`src/hw/rtl/bmmd_pkg.sv`:
```
// Package for the banked memory map decoder.
// Holds the access codes, address map constants, memory sizes and the control structs.
// Depends on nothing; bmmd_clear, bmmd_decode and the top level use it.
package bmmd_pkg;

   localparam int RamDepth   = 65536;
   localparam int ColorDepth = 1024;
   localparam int RomDepth   = 20480;
   localparam int RamAw      = $clog2(RamDepth);
   localparam int ColorAw    = $clog2(ColorDepth);
   localparam int RomAw      = $clog2(RomDepth);

   localparam logic [15:0] BasicBase  = 16'hA000;
   localparam logic [15:0] OpenBase   = 16'hC000;
   localparam logic [15:0] IoBase     = 16'hD000;
   localparam logic [15:0] ColorBase  = 16'hD800;
   localparam logic [15:0] KernalBase = 16'hE000;
   localparam logic [7:0]  ColorSet   = 8'hF0;
   localparam logic [7:0]  Loc0Reset  = 8'hEF;
   localparam logic [7:0]  Loc1Reset  = 8'h07;
   localparam logic [2:0]  BankReset  = 3'd7;
   localparam logic [15:0] BankLoc    = 16'h0001;

   // The three ROM images share one memory.
   localparam logic [RomAw-1:0] RomBasicOff  = RomAw'(16'h0000);
   localparam logic [RomAw-1:0] RomKernalOff = RomAw'(16'h2000);
   localparam logic [RomAw-1:0] RomCharOff   = RomAw'(16'h4000);

   typedef enum logic [1:0] {
      MODE_READ   = 2'd0,
      MODE_WRITE  = 2'd1,
      MODE_LOAD   = 2'd2,
      MODE_UNUSED = 2'd3
   } mode_type;

   typedef enum logic [1:0] {
      SEL_ZERO  = 2'd0,
      SEL_RAM   = 2'd1,
      SEL_ROM   = 2'd2,
      SEL_COLOR = 2'd3
   } sel_type;

   typedef struct packed {
      logic               ram_we;
      logic               ram_re;
      logic [RamAw-1:0]   ram_addr;
      logic [7:0]         ram_wdata;
      logic               col_we;
      logic               col_re;
      logic [ColorAw-1:0] col_addr;
      logic [3:0]         col_wdata;
      logic               rom_we;
      logic               rom_re;
      logic [RomAw-1:0]   rom_addr;
      logic [7:0]         rom_wdata;
      logic               bank_we;
      logic [2:0]         bank_wdata;
      sel_type            sel;
   } access_type;

   typedef struct packed {
      logic             active;
      logic [RamAw-1:0] addr;
      logic [7:0]       wdata;
   } clear_type;

endpackage

```
`src/hw/rtl/bmmd_clear.sv`:
```
// Clearing sequencer: after reset it sweeps the RAM once, one location a cycle.
// Depends on bmmd_pkg; the top level muxes its writes onto the memory ports.
module bmmd_clear (
   input  logic               clock,
   input  logic               reset,
   output bmmd_pkg::clear_type clr
);

   logic [bmmd_pkg::RamAw:0] count_ff;
   logic [bmmd_pkg::RamAw:0] count_in;

   always_comb begin
      count_in = count_ff;
      if (!count_ff[bmmd_pkg::RamAw]) begin
         count_in = count_ff + 1'b1;
      end
   end

   always_ff @(posedge clock) begin
      if (reset) begin
         count_ff <= '0;
      end else begin
         count_ff <= count_in;
      end
   end

   always_comb begin
      clr.active = !count_ff[bmmd_pkg::RamAw];
      clr.addr   = count_ff[bmmd_pkg::RamAw-1:0];
      case (count_ff[bmmd_pkg::RamAw-1:0])
         bmmd_pkg::RamAw'(0): clr.wdata = bmmd_pkg::Loc0Reset;
         bmmd_pkg::RamAw'(1): clr.wdata = bmmd_pkg::Loc1Reset;
         default:             clr.wdata = 8'h00;
      endcase
   end

endmodule

```
`config.mk`:
```
export PLATFORM = sky130hd
export DESIGN_NAME = bmmd_clear
export DESIGN_NICKNAME = d
export VERILOG_FILES = /design/src/hw/rtl/bmmd_pkg.sv /design/src/hw/rtl/bmmd_clear.sv
export SDC_FILE = /design/constraint.sdc
export NUM_CORES = 1
export LEC_CHECK = 0
export ABC_AREA = 1
export BUFFER_PORTS_ARGS = -buffer_cell sky130_fd_sc_hd__buf_2
export CAP_MARGIN = 20
export CORE_MARGIN = 5
export CORE_UTILIZATION = 50
export CTS_BUF_LIST = sky130_fd_sc_hd__clkbuf_16
export DETAILED_ROUTE_END_ITERATION = 8
export GPL_TIMING_DRIVEN = 0
export HOLD_SLACK_MARGIN = 0.06
export PLACE_DENSITY = 0.75
export SLEW_MARGIN = 20
export SYNTH_ARGS = -nofsm -noshare
export SYNTH_HDL_FRONTEND = slang
export SYNTH_SLANG_ARGS = --single-unit
```
`constraint.sdc`:
```
create_clock -name clock -period 3.8 [get_ports clock]
set_clock_uncertainty 0.15 [all_clocks]
set_input_delay 0.19 -clock clock [delete_from_list [all_inputs] [get_ports clock]]
set_output_delay 0.19 -clock clock [all_outputs]
set_load 0.01 [all_outputs]
```
# After elaboration in Yosys (flattened, before gate mapping)
# Cells that the tools add are included.
[word_totals] ff_bits=17 in_bits=2 out_inout_bits=25 elab_cells=8
[classes] addsub=1 n_eq_ne=1 n_mux=2 reduce_logical=2
[ops] cell="$add 17x1->17 const B" count=1
[ops] cell="$mux 17" count=1
[ops] cell="$eq 16x1->1 const B" count=1
[ops] cell="$logic_not 16->1" count=1
[ops] cell="$pmux 8 s2" count=1
[ops] cell="$logic_not 1->1" count=1

# Depth between registers and ports, before layout
[depth] word_depth=2 depth_mapped=8 ltp_nobuf=8

# Least setup slack after synthesis
# No wires, ideal clock.
[synth_path] kind="flip-flop to output port" from="register count_ff[7] (netlist name)" to="output clr[1] (netlist name)" arrival_ps=1107 slack_ps=2353 stages_incl_launch_ff=7 cell_sequence="dfxtp_1 nor2_1 nand3_1 nor2_1 nand2_1 a21oi_1 buf_4"
[synth_rtl] item="start, declared" line="bmmd_clear.sv:9" text="logic [bmmd_pkg::RamAw:0] count_ff;"
[synth_rtl] item="start signal, assigned" line="bmmd_clear.sv:23" text="count_ff <= count_in;"
[synth_rtl] item="end, declared" line="bmmd_clear.sv:6" text="output bmmd_pkg::clear_type clr"

==> reports/metrics.yaml <==
status: "complete, no violations"
synth_edf_count: 0
fin_tns_setup_ps: 0
reg2reg_from: "count_ff[0]$_SDFFE_PP0N_"
async_reset_ff_share_pct: 0
clk_pin_slew_ps: 50
area_delta_synth_final_pct: 22.6
cp-start-kind: "register"
period_minus_slack_ps: 1820
synthFlopType: "dfxtp_1"
drive_above_1_share_pct: 32.0
via_per_inst: 4.67
diodes: 0
ys_seq_area_share_pct: 30.9
endpoint_kind: "primary output"
grt-ovfl-total: 0
synthCells: 164
place_area_um2: 1260
initial_utilization_pct: 51.3
cts_buffers: 3
multi_input_area_um2: 529
gp_congestion: 0.795
hold_viol_final: 0
fillCellCount: 218
cts-resized-gates: 0
hp-class: "register to register"
yosys_warnings: 0
antenna_left: 0
io_buffers: 25
leakagePower_nw: 0.674
startpoint: "count_ff[7]$_SDFFE_PP0N_"
cap_violations: 0
groute.layer.met3.usage_pct: 3.62
grt_pass1_vias: 917
hold_depth: 2
antenna_found_initial: 0
cts_tree: "done"
cp_max_fo: 6
core_um2: 2150
worstSetupPathType: "register to primary output"
die_width_um: 57.0
holdWs_ps: 335
period_share_pct: 48.0
fmax_mhz: 548
ff2ff_path_depth: 6
track_usage_pct: 14.4
cts.path.max_buffers: 2
clkLatencyLatePin_ps: 250
cts_sinks: 17
cp_data_arrival_time_ps: 1480
first_iter_violations: 25
ios: 27
gr-usage-met1_pct: 16.1
power_density_nw_per_um2: 339
remaining_drc_errors: 0
synth.distinct_cells: 23
busiest_layer: "met2"
dpl.hpwl_um: 1780
reg2reg_slack_ps: 2200
r2r-end: "count_ff[6]$_SDFFE_PP0N_"
grtUsageMet2_pct: 26.3
postSynthAreaPerCell_um2: 6.72
grt_max_degree: 11
rows: 17
top_regs: "count_ff x17"
netlist_area_um2: 1100
wl_per_cell_um: 10.1
finalSetupViolCount: 0
hold_start: "count_ff[4]$_SDFFE_PP0N_"
drt_first_pass_iters: 5
grt_pass1_wl_um: 3820
route.vias.total: 1037
synth_nets: 169
cts_root_buf: "clkbuf_16"
ys_ff_latch: 17
utilization_pct: 62.9
die_area_um2: 3240
dieHeight_um: 57.0
hold_end: "count_ff[4]$_SDFFE_PP0N_"
ff_latch_area_um2: 340
design_area_um2: 1350
crit_required_ps: 3460
slew_violations: 0
irDropWorstVdd_mv: 0.198
rsz0062_at_grt: "no"
largest_register_ffs: 17
top_register: "count_ff"
wl_um: 2250
nets: 200
cts-htree-levels: 1
what timing repair did:
action,CTS,global route
hold buffers,1,0
hold endpoints to repair,3,0
buffers inserted,0,0
kinds of logic (layout without fill, tap and decap cells):
logic type / Yosys count / count (layout) / synth area share [%]
xor gates and xnor gates: 1 / 1 / 0.795
adders and majority gates: 3 / 3 / 3.41
AOI/OAI and AO/OA: 15 / 15 / 7.72
DFF: 17 / 17 / 30.9
and+or+nand+nor: 87 / 87 / 35.8
buffers and inverters: 40 / 70 / 21.1
other: 1 / 1 / 0.340
worst max path at each step:
stage | cells past startpoint | end | slack (ps)
final | 7 | clr[2] | 1980
after global routing | 7 | clr[6] | 1830
after CTS | 7 | clr[2] | 1950
after detailed placement | 6 | count_ff[6]$_SDFFE_PP0N_ | 2200
after global placement | 6 | count_ff[6]$_SDFFE_PP0N_ | 2230
after floorplan | 6 | clr[1] | 2350
through the flow:
step | setup slack [ps] | power [mW] | cells
final | 1980 | 0.458 | 222
after global routing | 1830 | 0.479 | 222
after CTS | 1950 | 0.465 | 222
after detailed placement | 2200 | 0.252 | 217
after global placement | 2230 | 0.250 | 217
after floorplan | 2350 | 0.231 | 164
metal layers:
metal  wire, um  up-vias  part of all wire [%]
met1        963      465                    43
met2       1140       21                    51
met3        111        3                   4.9
met4         30        0                   1.3
li1           -      548                     -
met5          0        -                     0
cell usage in the layout (no fill, tap or decap), drive strengths merged:
master,count
o211ai,1
ha,3
nor2,35
clkbuf,4
a31oi,1
nand2,38
dlygate4sd3,1
nor3,3
inv,18
o21ai,3
nand4,2
buf,47
dfxtp,17
o21bai,1
conb,1
xor2,1
a21oi,9
nand3,9
cell usage after synthesis, drive strengths merged, types with 2 or more instances:
cell type,number,area [um2]
nand4,2,12.5
nand3,9,50.1
dfxtp,17,340
nor3,3,15.0
a21oi,9,45.0
buf,22,165
nor2,35,156
ha,3,37.5
inv,17,63.8
nand2,38,160
o21ai,3,15.0
power by group:
group	internal (mW)	switching [mW]	leakage (nW)
clock network	0.140	0.0706	0.0423
logic	0.0321	0.0307	0.494
registers	0.181	0.00393	0.138
layout make-up:
class | instances | share of cell area [%]
multi-input cells | 107 | 39.2
clock buffers | 3 | 5.56
repair buffers | 26 | 10.0
plain buffers | 23 | 12.5
flip-flops and latches | 17 | 25.2
clock inverters | 1 | 0.278
well taps | 28 | 2.59
inverters | 17 | 4.72
worst max-delay path: stages, from the launching register on:
cell	delay (ps)
dfxtp_1	380
nor2_1	130
nand3_1	90
nor2_1	100
nand2_1	70
a21oi_1	200
buf_4	140
buf_2	120
(Power assumes the default switching activity.)
