===== config.mk =====
export PLATFORM = sky130hd
export DESIGN_NAME = bmmd_decode
export DESIGN_NICKNAME = d
export VERILOG_FILES = /design/src/hw/rtl/bmmd_pkg.sv /design/src/hw/rtl/bmmd_decode.sv
export SDC_FILE = /design/constraint.sdc
export NUM_CORES = 1
export LEC_CHECK = 0
export ABC_AREA = 1
export BUFFER_PORTS_ARGS = -buffer_cell sky130_fd_sc_hd__buf_2
export CAP_MARGIN = 10
export CELL_PAD_IN_SITES_DETAIL_PLACEMENT = 2
export CELL_PAD_IN_SITES_GLOBAL_PLACEMENT = 2
export CORE_MARGIN = 2
export CORE_UTILIZATION = 13
export DETAILED_ROUTE_END_ITERATION = 6
export GPL_TIMING_DRIVEN = 0
export PLACE_DENSITY_LB_ADDON = 0.1
export SYNTH_ARGS = -nofsm -noshare
export SYNTH_HDL_FRONTEND = slang
export SYNTH_SLANG_ARGS = --single-unit

===== constraint.sdc =====
create_clock -name vclk -period 1.07
set_clock_uncertainty 0.1 [all_clocks]
set_input_delay 0.107 -clock vclk [all_inputs]
set_output_delay 0.107 -clock vclk [all_outputs]
set_load 0.01 [all_outputs]

===== src/hw/rtl/bmmd_pkg.sv =====
// Package for the banked memory map decoder.
// Holds the access codes, address map constants, memory sizes and the control structs.
// Depends on nothing; bmmd_clear, bmmd_decode and the top level use it.
package bmmd_pkg;

   localparam int RamDepth   = 65536;
   localparam int ColorDepth = 1024;
   localparam int RomDepth   = 20480;
   localparam int RamAw      = $clog2(RamDepth);
   localparam int ColorAw    = $clog2(ColorDepth);
   localparam int RomAw      = $clog2(RomDepth);

   localparam logic [15:0] BasicBase  = 16'hA000;
   localparam logic [15:0] OpenBase   = 16'hC000;
   localparam logic [15:0] IoBase     = 16'hD000;
   localparam logic [15:0] ColorBase  = 16'hD800;
   localparam logic [15:0] KernalBase = 16'hE000;
   localparam logic [7:0]  ColorSet   = 8'hF0;
   localparam logic [7:0]  Loc0Reset  = 8'hEF;
   localparam logic [7:0]  Loc1Reset  = 8'h07;
   localparam logic [2:0]  BankReset  = 3'd7;
   localparam logic [15:0] BankLoc    = 16'h0001;

   // The three ROM images share one memory.
   localparam logic [RomAw-1:0] RomBasicOff  = RomAw'(16'h0000);
   localparam logic [RomAw-1:0] RomKernalOff = RomAw'(16'h2000);
   localparam logic [RomAw-1:0] RomCharOff   = RomAw'(16'h4000);

   typedef enum logic [1:0] {
      MODE_READ   = 2'd0,
      MODE_WRITE  = 2'd1,
      MODE_LOAD   = 2'd2,
      MODE_UNUSED = 2'd3
   } mode_type;

   typedef enum logic [1:0] {
      SEL_ZERO  = 2'd0,
      SEL_RAM   = 2'd1,
      SEL_ROM   = 2'd2,
      SEL_COLOR = 2'd3
   } sel_type;

   typedef struct packed {
      logic               ram_we;
      logic               ram_re;
      logic [RamAw-1:0]   ram_addr;
      logic [7:0]         ram_wdata;
      logic               col_we;
      logic               col_re;
      logic [ColorAw-1:0] col_addr;
      logic [3:0]         col_wdata;
      logic               rom_we;
      logic               rom_re;
      logic [RomAw-1:0]   rom_addr;
      logic [7:0]         rom_wdata;
      logic               bank_we;
      logic [2:0]         bank_wdata;
      sel_type            sel;
   } access_type;

   typedef struct packed {
      logic             active;
      logic [RamAw-1:0] addr;
      logic [7:0]       wdata;
   } clear_type;

endpackage


===== src/hw/rtl/bmmd_decode.sv =====
// Address decoder: maps one request and the bank bits onto memory accesses.
// Depends on bmmd_pkg; produces the access struct that the top level applies.
module bmmd_decode (
   input  logic [1:0]           mode,
   input  logic [15:0]          address,
   input  logic [7:0]           write_data,
   input  logic [2:0]           bank,
   output bmmd_pkg::access_type acc
);

   logic in_color;
   logic below_io;
   logic is_io;
   logic in_basic;
   logic is_kernal;

   assign in_color  = address[15:10] == bmmd_pkg::ColorBase[15:10];
   assign below_io  = address < bmmd_pkg::IoBase;
   assign is_io     = !below_io && address < bmmd_pkg::KernalBase;
   assign in_basic  = address >= bmmd_pkg::BasicBase && address < bmmd_pkg::OpenBase;
   assign is_kernal = address >= bmmd_pkg::KernalBase;

   always_comb begin
      acc            = '0;
      acc.sel        = bmmd_pkg::SEL_ZERO;
      acc.ram_addr   = address;
      acc.ram_wdata  = write_data;
      acc.col_addr   = address[bmmd_pkg::ColorAw-1:0];
      acc.col_wdata  = write_data[3:0];
      acc.rom_wdata  = write_data;
      acc.bank_wdata = write_data[2:0];
      acc.rom_addr   = bmmd_pkg::RomBasicOff + bmmd_pkg::RomAw'(address[12:0]);
      if (is_kernal) begin
         acc.rom_addr = bmmd_pkg::RomKernalOff + bmmd_pkg::RomAw'(address[12:0]);
      end else if (is_io) begin
         acc.rom_addr = bmmd_pkg::RomCharOff + bmmd_pkg::RomAw'(address[11:0]);
      end
      case (bmmd_pkg::mode_type'(mode))
         bmmd_pkg::MODE_READ: begin
            if (in_basic) begin
               if (bank[1:0] == 2'b11) begin
                  acc.sel = bmmd_pkg::SEL_ROM;
               end else begin
                  acc.sel = bmmd_pkg::SEL_RAM;
               end
            end else if (is_kernal) begin
               if (bank[1]) begin
                  acc.sel = bmmd_pkg::SEL_ROM;
               end else begin
                  acc.sel = bmmd_pkg::SEL_RAM;
               end
            end else if (is_io) begin
               if (bank[1:0] == 2'b00) begin
                  acc.sel = bmmd_pkg::SEL_RAM;
               end else if (!bank[2]) begin
                  acc.sel = bmmd_pkg::SEL_ROM;
               end else if (in_color) begin
                  acc.sel = bmmd_pkg::SEL_COLOR;
               end
            end else begin
               acc.sel = bmmd_pkg::SEL_RAM;
            end
            acc.ram_re = acc.sel == bmmd_pkg::SEL_RAM;
            acc.rom_re = acc.sel == bmmd_pkg::SEL_ROM;
            acc.col_re = acc.sel == bmmd_pkg::SEL_COLOR;
         end
         bmmd_pkg::MODE_WRITE: begin
            if (!is_io || bank == 3'd0) begin
               acc.ram_we  = 1'b1;
               acc.bank_we = address == bmmd_pkg::BankLoc;
            end else if (in_color) begin
               acc.col_we = 1'b1;
            end
         end
         bmmd_pkg::MODE_LOAD: begin
            acc.rom_we = in_basic || is_io || is_kernal;
         end
         default: begin
            acc.sel = bmmd_pkg::SEL_ZERO;
         end
      endcase
   end

endmodule


### Word level (Yosys, flattened, before mapping)

Index checks and enable logic that the tools add are counted.

| storage, ports and cells | value |
|---|---|
| register bits | 0 |
| logic and storage cells | 48 |
| input bits | 29 |
| RAM bits | 0 |
| memories kept | 0 |
| ROM bits | 0 |
| latch bits | 0 |

| cells by class | value |
|---|---|
| $add $sub $neg | 2 |
| div/mod/pow operators | 0 |
| magnitude comparators | 5 |
| equality and inequality tests | 8 |
| multiplexer cells | 23 |
| bitwise logic cells | 0 |
| multipliers | 0 |
| reductions and logical operators | 10 |
| shift operators | 0 |

Operators with widths:

| kind | number |
|---|---|
| $lt 16x16->1 const B | 3 |
| $ge 16x16->1 const B | 2 |
| $mux 15 | 2 |
| $mux 2 | 10 |
| $eq 16x1->1 const B | 1 |
| $add 14x13->15 const A | 1 |
| $add 15x12->15 const A | 1 |
| $mux 1 | 11 |
| $eq 2x2->1 const B | 4 |
| $eq 6x6->1 const B | 1 |
| $eq 2x1->1 const B | 2 |
| $logic_not 2->1 | 2 |
| $logic_not 3->1 | 1 |
| $logic_or 1x1->1 | 3 |
| $logic_and 1x1->1 | 2 |
| $logic_not 1->1 | 2 |

### Depth between registers and ports, before layout

Gate-level depths: netlist of the first run.

| logic depth | value |
|---|---|
| word-level depth | 10 |
| gate-level depth with buffers | 7 |
| depth with buffers taken out | 7 |

### Worst setup path before layout of the first run

OpenSTA, ideal clock, no wires.

| timing | value |
|---|---|
| kind | input port to output port |
| start | input port address[13] |
| end | output port acc[29] in the netlist's numbering |
| path buffers | 0 |
| stages | 7 |
| path slack | 0.066 ns |
| data required time | 0.863 ns |
| data arrival time | 0.797 ns |
| path through | inv_1 > nand2_1 > nor2_4 > nand3_2 > nand2_2 > nand3_2 > nor2_1 |

RTL lines:

| element | RTL line | text |
|---|---|---|
| from (decl) | bmmd_decode.sv:5 | `input logic [15:0] address,` |
| to (decl) | bmmd_decode.sv:8 | `output bmmd_pkg::access_type acc` |

==> results of run 1 <==
==> critical path, delay by kind of cell <==
family          cells  cell delay, ps
compound gates      1              30
buf+inv             5             520
simple gates        3             330
==> cell usage after synthesis, drive strengths merged <==
cell   instances  share of area, %
nand4          2               1.6
buf           62                61
o21ai          1               1.1
nand2         18               9.5
nor3           4               2.6
a21oi          2               1.3
inv           12               5.9
nor2          17               9.7
or2            1              0.82
nand3          7               6.5
==> cell type report <==
class	instances	area [um2]
Buffer	62	465.4
Fill cell	723	4136
Inverter	12	45.04
Multi-Input combinational cell	52	306.5
Tap cell	72	90.09
Timing Repair Buffer	99	564.3
==> power groups by stage <==
stage,Clock (mW),Sequential [mW],Combinational [mW]
after floorplan,0,0,0.308
after global placement,0,0,0.516
after global routing,0,0,0.618
after CTS,0,0,0.567
after detailed placement,0,0,0.528
final,0,0,0.565
==> metal layers <==
metal | wire length (um) | vias to the layer above | GRT usage (%)
met1 | 1102 | 459 | 9.533
met5 | 0 | - | 0
met2 | 1701 | 54 | 20.08
li1 | - | 520 | -
met3 | 241 | 0 | 0.7865
met4 | 0 | 0 | 0
==> final timing paths <==
check                      from  endpoint  slack, ps  depth (start not counted)
setup / recovery    address[13]   acc[30]       -130                          9
hold / removal    write_data[0]    acc[2]        300                          2
==> cell families after synthesis <==
kind of cell	count (synthesis)
buffers and inverters	74
and+or+nand+nor	49
AOI/OAI and AO/OA	3
==> placed cells by master (no fill, tap or decap) <==
cell / instances
sky130_fd_sc_hd__buf_2: 87
sky130_fd_sc_hd__buf_4: 67
sky130_fd_sc_hd__nor2_1: 15
sky130_fd_sc_hd__nand2_1: 11
sky130_fd_sc_hd__inv_1: 10
sky130_fd_sc_hd__nand2_2: 7
sky130_fd_sc_hd__buf_6: 5
sky130_fd_sc_hd__nand3_1: 3
sky130_fd_sc_hd__nand3_2: 3
sky130_fd_sc_hd__inv_2: 2
sky130_fd_sc_hd__nand4_1: 2
sky130_fd_sc_hd__a21oi_2: 2
sky130_fd_sc_hd__nor3_1: 2
sky130_fd_sc_hd__nor3_2: 2
sky130_fd_sc_hd__nor2_2: 1
sky130_fd_sc_hd__nor2_4: 1
sky130_fd_sc_hd__or2_4: 1
sky130_fd_sc_hd__nand3_4: 1
sky130_fd_sc_hd__o21ai_4: 1
sky130_fd_sc_hd__buf_8: 1
sky130_fd_sc_hd__buf_12: 1
==> timing repair <==
| item | 4_1_cts | 5_1_grt |
|---|---|---|
| pin swaps | 10 | 7 |
| resized for setup | 19 | 8 |
| endpoints found under the setup margin | 9 | 10 |
| buffers inserted | 4 | 1 |
==> through the flow <==
step	power (mW)	setup TNS, ps	hold slack (ps)	cell area (um2)
after floorplan	0.3080	0	164.7	764.5
after global placement	0.5162	-1478	300.8	1325
after detailed placement	0.5281	-1588	298.8	1325
after CTS	0.5666	-1105	300.0	1438
after global routing	0.6181	-1467	302.6	1471
final	0.5648	-738.6	298.6	1471
==> results.txt, run 1 <==
- The synthesized netlist devotes 0% of its cell area to adder and majority cells.
* Number of core rows: 27
* Actual transition at the worst max-transition pin: around 200 ps
- Num sequential: 0
- Number of hold buffers added after cts: 0
- Setup repair after global routing could not meet its margin everywhere.
- The die is 80.69 um tall.
- STA classifies the critical path endpoint as an output port.
- Of all nets on the critical path, the largest fanout is 5.
- Growth of design area from synthesis to finish: 92.47%
- The detailed router finished its first iteration with 5 violations.
- Of the total power, registers draw 0%.
* Count of buffers from port buffering: 94
* Number of nets at the end of the flow: 256
- Width of the die: 80.69 um
* Initial DRT Pass Iterations: 2
- Leakage power: 0.9090 nW
* Relative contribution of the clock network to total power: 0%
- The run finished, with violations left.
- Detailed placement ended at an HPWL of 2844 um.
- Classification of the worst setup path: in2out
- The finished layout holds 297 standard cells, fillers aside.
- GP Congestion: around 0.66
- The cell count after synthesis came out at 126.
- The number of global-route vias before repair came to 1126.
* Total global routing track utilization: a little under a tenth
- Setup violations remaining at the end of the flow were counted as 9.
- Post-layout util: a little over a quarter
* Power density of the placed cells: 383.9 nW/um2
- Net switching is 44.78% of the power.
- The number of hold violations in the final report came to 0.
- By area, the combinational part of the netlist is dominated by buffers and inverters.
* Share of the yosys chip area belonging to registers: 0%
- On the worst path, the slowest cell contributes a delay of 150 ps.
* Via density per instance: 3.478
- During synthesis, Yosys emitted a total of 0 warnings.
* Core ar.: 5608 um2
* Distinct cell type count of the synthesized netlist: 14
- The first global-routing pass estimated 4981 um of wire.
- Int Power: roughly 0.31 mW
- Measured against the total synthesized area, the mux share comes to 0%.
- Post-route setup slack: -126.5 ps
* Headroom to the max-slew limit: 86.69%
- 0 antenna diodes ended up in the layout.
- Once placement completed, the tool counted placed cells totaling a little under 300.
- In the final layout, flip-flops and latches occupy 0 um2.
* Kind of path behind the tightest hold check: in2out
- For the worst setup path, the data required time is 860 ps.
- Data arrival, critical path: 990 ps
- VDD IR max: 90.15 uV
- Worst-path cell with the longest stage delay: sky130_fd_sc_hd__nor2_4
* Starting density of the core: 13.63%
- Timing analysis after detailed placement gives a worst setup slack of -237.0 ps.
* Post-route antenna net violation count: 0
* Combinational share of power: 100.0%
- Number of nets in the synthesized netlist: 155
* Crit path cell chain: buf_8 > inv_2 > nand2_2 > nor2_4 > buf_4 > buf_6 > a21oi_2 > nor3_2 > buf_2
- The final number of max-transition violations came to 0.
* Mapped cell area: 764.5 um2
- DRC violation count after routing: 0
* Maximum frequency from static timing analysis: 835.8 MHz
- Fraction of layout cells with a size suffix above 1: 80.89%
- CP startpoint kind: input port
- Share of the cycle needed by the critical path after routing: 111.8%
- Total length of routed wires: 3045 um
- Mapped Avg Cell Area: about 6.1 um2
- Overflow after GRT: 0
- After detailed routing, the average wire length per cell comes to 10.25 um.
* Share of the synthesized area in compound gates (AO/OA/AOI/OAI): 2.455%
- The initial antenna violation count was 0.
- Vias: between 1000 and 1500
* Failing checks: setup timing
- Entering global routing, the biggest net connects 7 pins.
- Across the run, the number of max-cap violations was 0.
- The smallest clock period supported by the final layout is computed as 1197 ps.
* Total Die Area: between 6000 and 7000 um2
- Boundary Pins: about 100
* Xor-xnor portion of the synthesized cell area: 0%
* Reported net switching power: between 0.2 and 0.3 mW
* Simple-gate share of the synthesized area: between 30 and 40%
- The layout has 0 clock buffers.
Power figures use the tool's default switching activity.
==> inputs of run 2 (changes only) <==
==> constraint.sdc (replaced) <==
create_clock -name vclk -period 1.07
set_clock_uncertainty 0.1 [all_clocks]
set_input_delay 0.107 -clock vclk [all_inputs]
set_output_delay 0.107 -clock vclk [all_outputs]
set_load 0.1 [all_outputs]
==> run 2 against run 1 <==
- the run still ends with setup timing left
- combinational power rose to 2.8 times the previous value
- core utilization rose by 5.5 points
- final area grew 21%
- cell count is 1.0% higher
- critical endpoint is now acc[29]
- highest routed layer unchanged
==> results.txt, run 2 (synthesis gave the netlist of run 1 again) <==
- Run status: finished, violations left
* Failing checks: setup timing
- The per-cell via count in the routed design came to 3.597 (+3.4%).
* Met1 Usage GRT: 9.740% (+0.21 points)
- Data arrival, critical path: 1110 ps (+120 ps)
- STA classifies the critical path endpoint as an output port.
- Antenna violations before repair: 0 (unchanged)
- Met2 layer usage reported by global route: 22.25% (+2.2 points)
* Maximum number of pins on one net before global-route repair: 7 (unchanged)
- Worst-path cell with the longest stage delay: sky130_fd_sc_hd__buf_12
* Final Hold Viols: 0 (unchanged)
- The maximum cell stage delay along the critical path is 180 ps (+30 ps).
* Growth of design area from synthesis to finish: 132.9%
* Core ar.: 5608 um2 (unchanged)
- First-pass GRT wire length: 5078 um (+1.9%)
- The horizontal extent of the die is 80.69 um (unchanged).
* Destination of the worst hold path: acc[32]
* Count of max-cap constraint violations: 0 (unchanged)
- The final number of max-transition violations came to 0 (unchanged).
- Starting density of the core: 13.63% (unchanged)
- The total number of vias was 1079 (+4.5%).
- The count of input and output buffers is 94 (unchanged).
* Kind of path behind the tightest hold check: in2out
- The DRC marker count from the first detailed-route iteration came to 5 (unchanged).
- The met3 layer usage reported by global route came to 0.7865% (unchanged).
* Overflow after GRT: 0 (unchanged)
* Min Clock Period, post-route: 1319 ps (+122.7 ps)
- Vertical die dimension: 80.69 um (unchanged)
* Actual transition at the worst max-transition pin: 501.5 ps (+303.4 ps)
* Final Non-Filler Cells: 300 (+1.0%)
* GP Congestion: 0.6889 (+4.2%)
- The critical path in this run is classified as in2out.
* Critical path data required time: 860 ps (about the same)
* Dpl cells: 292 (unchanged)
* Leakage power: 0.9886 nW (+8.8%)
* Post-route setup slack: -249.2 ps (-122.7 ps)
- Vias in the first global route: 1082 (-3.9%)
* Initial DRT Pass Iterations: 2 (unchanged)
- The die area was 6510 um2 (unchanged).
- Share of the cycle needed by the critical path after routing: 123.3% (+11 points)
- Layout clock buffers: 0 (unchanged)
* Number of stages on the worst hold path: 2 (unchanged)
* Setup violations, final: 10 (+1)
- Most common cell after layout, fill and taps aside: sky130_fd_sc_hd__buf_2
* GRT Max-Usage Layer: met2
* Total length of routed wires: 3485 um (+14%)
- Sequential cell area: 0 um2 (unchanged)
- The count of boundary I/O pins is 102 (unchanged).
* Post-route antenna net violation count: 0 (unchanged)
- Setup repair after global routing could not meet its margin everywhere.
* Pwr Total: 1.612 mW (+190%)
- The critical path goes through buf_12 > inv_12 > nand2_4 > nor2_4 > buf_6 > nand3_4 > nand2_1 > nand2_2 > nor2_4 > buf_12.
- The detailed placer's ending HPWL was 2948 um (+3.7%).
* DRC violation count after routing: 0 (unchanged)
- WL per Instance: 11.62 um (+13%)
* Diodes inserted: 0 (unchanged)
- The maximum fanout count along the critical path was 5 (unchanged).
* Placement-stage worst setup slack: -679.4 ps (-442.4 ps)
- Min-Delay Startpoint: write_data[1]
- VDD IR max: 405.9 uV (+350%)
- On the critical path the largest part of the delay comes from simple AND/OR/NAND/NOR gates.
- The total routing resource utilization after global routing was 9.792% (+0.68 points).
- The flip-flop and latch count is 0 (unchanged).
* Maximum frequency from static timing analysis: 758.0 MHz (-9.3%)
* Total buffers and inverters traversed by the critical path: 4 (-1)
- Most used cells in the layout excluding fill and tap cells: 76 x sky130_fd_sc_hd__buf_2, 71 x sky130_fd_sc_hd__buf_4, 12 x sky130_fd_sc_hd__buf_12, 11 x sky130_fd_sc_hd__nand2_1, 8 x sky130_fd_sc_hd__nor2_1
* Number of nets at the end of the flow: 259 (+1.2%)
* Fraction of layout cells with a size suffix above 1: 87.72% (+6.8 points)
* Number of core rows: 27 (unchanged)
* Headroom to the max-slew limit: 66.80% (-20 points)
- The power density over the cells is 905.4 nW/um2 (+140%).
* CP startpoint kind: input port
==> run 2: timing repair <==
action,in CTS,in global routing
pin swaps,9,8
setup buffers,6,2
hold buffers,0,0
setup endpoints to repair,13,12
resized for setup,61,18
==> run 2: per-layer routing <==
metal | routed length [um] | up-vias | part of all wire (%)
met3 | 260 | 0 | 7.5
met5 | 0 | - | 0
met2 | 2110 | 51 | 61
met4 | 0 | 0 | 0
met1 | 1114 | 498 | 32
li1 | - | 530 | -
==> run 2: worst max path at each step <==
stage	from	endpoint	slack, ps	depth (start not counted)
after detailed placement	address[13]	acc[45]	-680	7
after global routing	address[13]	acc[29]	-320	10
after floorplan	address[13]	acc[46]	-800	5
after global placement	address[13]	acc[71]	-630	8
final	address[13]	acc[29]	-250	10
after CTS	address[10]	acc[29]	-270	9
==> run 2: through the flow <==
stage | setup TNS, ps | area (um2) | hold WS, ps | utilization, %
4_1_cts | -1925 | 1702 | 499.5 | 30.34
3_3_place_gp | -5570 | 1436 | 499.4 | 25.61
2_1_floorplan | -6367 | 875.8 | 219.1 | -
3_5_place_dp | -6002 | 1436 | 498.9 | 25.61
5_1_grt | -2396 | 1780 | 500.1 | 31.75
6_report | -1879 | 1780 | 498.8 | 31.75
==> run 2: report_power, final <==
group | internal (mW) | switching (mW)
sequential | 0 | 0
combinational | 0.374 | 1.24
clock | 0 | 0
==> run 2: cell type report <==
type	count	area, um2
Buffer	62	465.4
Fill cell	679	3827
Inverter	12	61.31
Multi-Input combinational cell	52	411.6
Tap cell	72	90.09
Timing Repair Buffer	102	752.0
==> inputs of run 3 (changes only) <==
==> constraint.sdc (replaced) <==
create_clock -name vclk -period 1.4
set_clock_uncertainty 0.1 [all_clocks]
set_input_delay 0.14 -clock vclk [all_inputs]
set_output_delay 0.14 -clock vclk [all_outputs]
set_load 0.1 [all_outputs]
==> run 3 against run 2 <==
- the flow now finishes without violations
- non-clock buffer count shrank 3
- hold slack gained 60 ps
- core utilization shrank 2.2 points
- critical path depth shrank 1
- worst setup slack gained 250 ps
- first-iteration DRC count grew 20%
- flip-flop and latch count is the same
- via count shrank 1.9%
- sequential share of layout area is the same
- final area shrank 7.0%
- largest power group unchanged
==> results.txt, run 3 (synthesis gave the netlist of run 1 again) <==
* Run status: complete, no violations
* Setup violations, final: 0 (-10)
* Classification of the worst setup path: in2out
- The initial standard-cell utilization of the core was 13.63% (unchanged).
- The detailed-route wire length was 3093 um (-11%).
- Iter 0 DRT Violations: 6 (+1)
* Vias: 1058 (-1.9%)
* Post-route antenna net violation count: 0 (unchanged)
- The static leakage was 0.9419 nW (-4.7%).
* Maximum fanout along the worst path: 6 (+1)
* Total buffers and inverters traversed by the critical path: 3 (-1)
- Pwr Total: 1.199 mW (-26%)
- The horizontal extent of the die is 80.69 um (unchanged).
- The actual transition at the worst max-transition pin was 507.0 ps (+5.439 ps).
- Of the available clock period, the critical path in the final layout requires 99.74%.
* Worst stage delay on the critical path: 180 ps (about the same)
- Int Power: 0.2668 mW (-29%)
* Reported net switching power: 0.9317 mW (-25%)
- Number of nets at the end of the flow: 256 (-1.2%)
- The overall die height came to 80.69 um (unchanged).
* Number of core rows: 27 (unchanged)
* Number of slew-limit violations in the final report: 0 (unchanged)
* Min-Delay Startpoint: mode[0]
- Setup repair after global routing could not meet its margin everywhere.
- Crit path cell chain: buf_12 > inv_12 > nand2_4 > nor2_4 > nand3_2 > nand2_2 > nand3_4 > nor2_4 > buf_12
- The power density over the cells came to 724.0 nW/um2 (-20%).
- The largest individual stage delay along the critical path comes from the cell sky130_fd_sc_hd__buf_12.
- The detailed placer's ending HPWL is 2884 um (-2.2%).
- VDD IR max: 294.1 uV (-28%)
- Maximum number of pins on one net before global-route repair: 7 (unchanged)
* Boundary Pins: 102 (unchanged)
* Min Clock Period, post-route: 1396 ps
- The flip-flop and latch count came to 0 (unchanged).
- Count of buffers from port buffering: 94 (unchanged)
- The relative contribution of sequential cells to total power is 0% (unchanged).
* Sequential cell area: 0 um2 (unchanged)
* Growth of design area from synthesis to finish: 116.5%
- Fraction of layout cells with a size suffix above 1: 85.33% (-2.4 points)
- The required time at the endpoint of the critical path was 1160 ps (+300 ps).
* Layout clock buffers: 0 (unchanged)
- The total iterations of the first detailed-routing run was 3 (+1).
- DRC violation count after routing: 0 (unchanged)
- WL per Instance: 10.41 um (-10%)
* Headroom to the max-slew limit: 66.44% (-0.36 points)
- The hold buffer count at cts was 0 (unchanged).
* Layout fillers: 686 (+1.0%)
* Delay-heaviest family, CP: simple AND/OR/NAND/NOR gates
- The worst path arrival time is 1160 ps (+50 ps).
* Final Hold Viols: 0 (unchanged)
* Maximum frequency from static timing analysis: 716.1 MHz
- The routability congestion estimate from global placement was 0.6723 (-2.4%).
* Diodes inserted: 0 (unchanged)
* Total Die Area: 6510 um2 (unchanged)
* Most used cells in the layout excluding fill and tap cells: 79 x sky130_fd_sc_hd__buf_2, 69 x sky130_fd_sc_hd__buf_4, 12 x sky130_fd_sc_hd__nand2_1, 9 x sky130_fd_sc_hd__nor2_1, 8 x sky130_fd_sc_hd__buf_12
- The combinational cell fraction of total power was 100.0% (about the same).
- Source of the critical timing path: address[13]
- First-pass GRT wire length: 4733 um (-6.8%)
* Total global routing track utilization: 8.815% (-0.98 points)
- The min-delay analysis places its worst path in the category in2out.
* Crit path capture type: output port
- Count of cell instances traversed by the critical path: 9 (-1)
- Most common cell after layout, fill and taps aside: sky130_fd_sc_hd__buf_2
- The number of global-route vias before repair was 1082 (unchanged).
* Number of stages on the worst hold path: 3 (+1)
* Antenna violations before repair: 0 (unchanged)
- Via density per instance: 3.562 (-0.96%)
* Post-layout util: 29.52% (-2.2 points)
- The core area is 5608 um2 (unchanged).
- The max-cap check violation count came to 0 (unchanged).
* CP startpoint kind: input port
- Overflow after GRT: 0 (unchanged)
- The path with the worst hold slack has its endpoint at acc[30].
* Share of total power consumed by net switching: 77.74% (+0.96 points)
* Relative contribution of the clock network to total power: 0% (unchanged)
run 3: area by class of cell:
| cell class | count | area (um2) | area share [%] |
|---|---|---|---|
| Timing Repair Buffer | 99 | 664.4 | 40.14 |
| Buffer | 62 | 465.4 | 28.12 |
| Multi-Input combinational cell | 52 | 374.1 | 22.60 |
| Tap cell | 72 | 90.09 | 5.442 |
| Inverter | 12 | 61.31 | 3.704 |
run 3: metal layers:
metal  vias up  track usage [%]  part of all wire (%)  routed length [um]
li1        522                -                     -                   -
met1       484            9.346                    33                1022
met2        52            19.08                    59                1825
met3         0            1.011                   8.0                 246
met4         0                0                     0                   0
met5         -                0                     0                   0
run 3: power by group through the flow:
stage / clock [mW] / sequential, mW / combinational, mW
after floorplan: 0 / 0 / 0.984
final: 0 / 0 / 1.20
after global routing: 0 / 0 / 1.24
after CTS: 0 / 0 / 1.19
after detailed placement: 0 / 0 / 1.15
after global placement: 0 / 0 / 1.14
run 3: timing repair:
| item | 4_1_cts | 5_1_grt |
|---|---|---|
| setup endpoints to repair | 10 | 8 |
| endpoints found under the hold margin | 0 | 0 |
| gates resized for setup | 36 | 18 |
| setup buffers | 3 | 2 |
| pin swaps | 9 | 9 |
run 3: worst max path at each step:
stage               slack, ps      end
finish                      4  acc[45]
global route              -80  acc[45]
CTS                       -60  acc[29]
detailed placement       -390  acc[45]
global placement         -380  acc[71]
floorplan                -530  acc[46]
run 3: metrics by stage:
stage                     hold slack (ps)  worst slack (ps)  setup TNS, ps  cells  area [um2]
after floorplan                     285.1            -532.3          -3727    126       875.8
after global placement              565.0            -382.8          -2522    292        1436
after detailed placement            564.8            -385.5          -2712    292        1436
after CTS                           565.3            -57.15         -97.82    295        1585
after global routing                567.1            -82.10         -215.9    297        1655
final                               558.6             3.605              0    297        1655
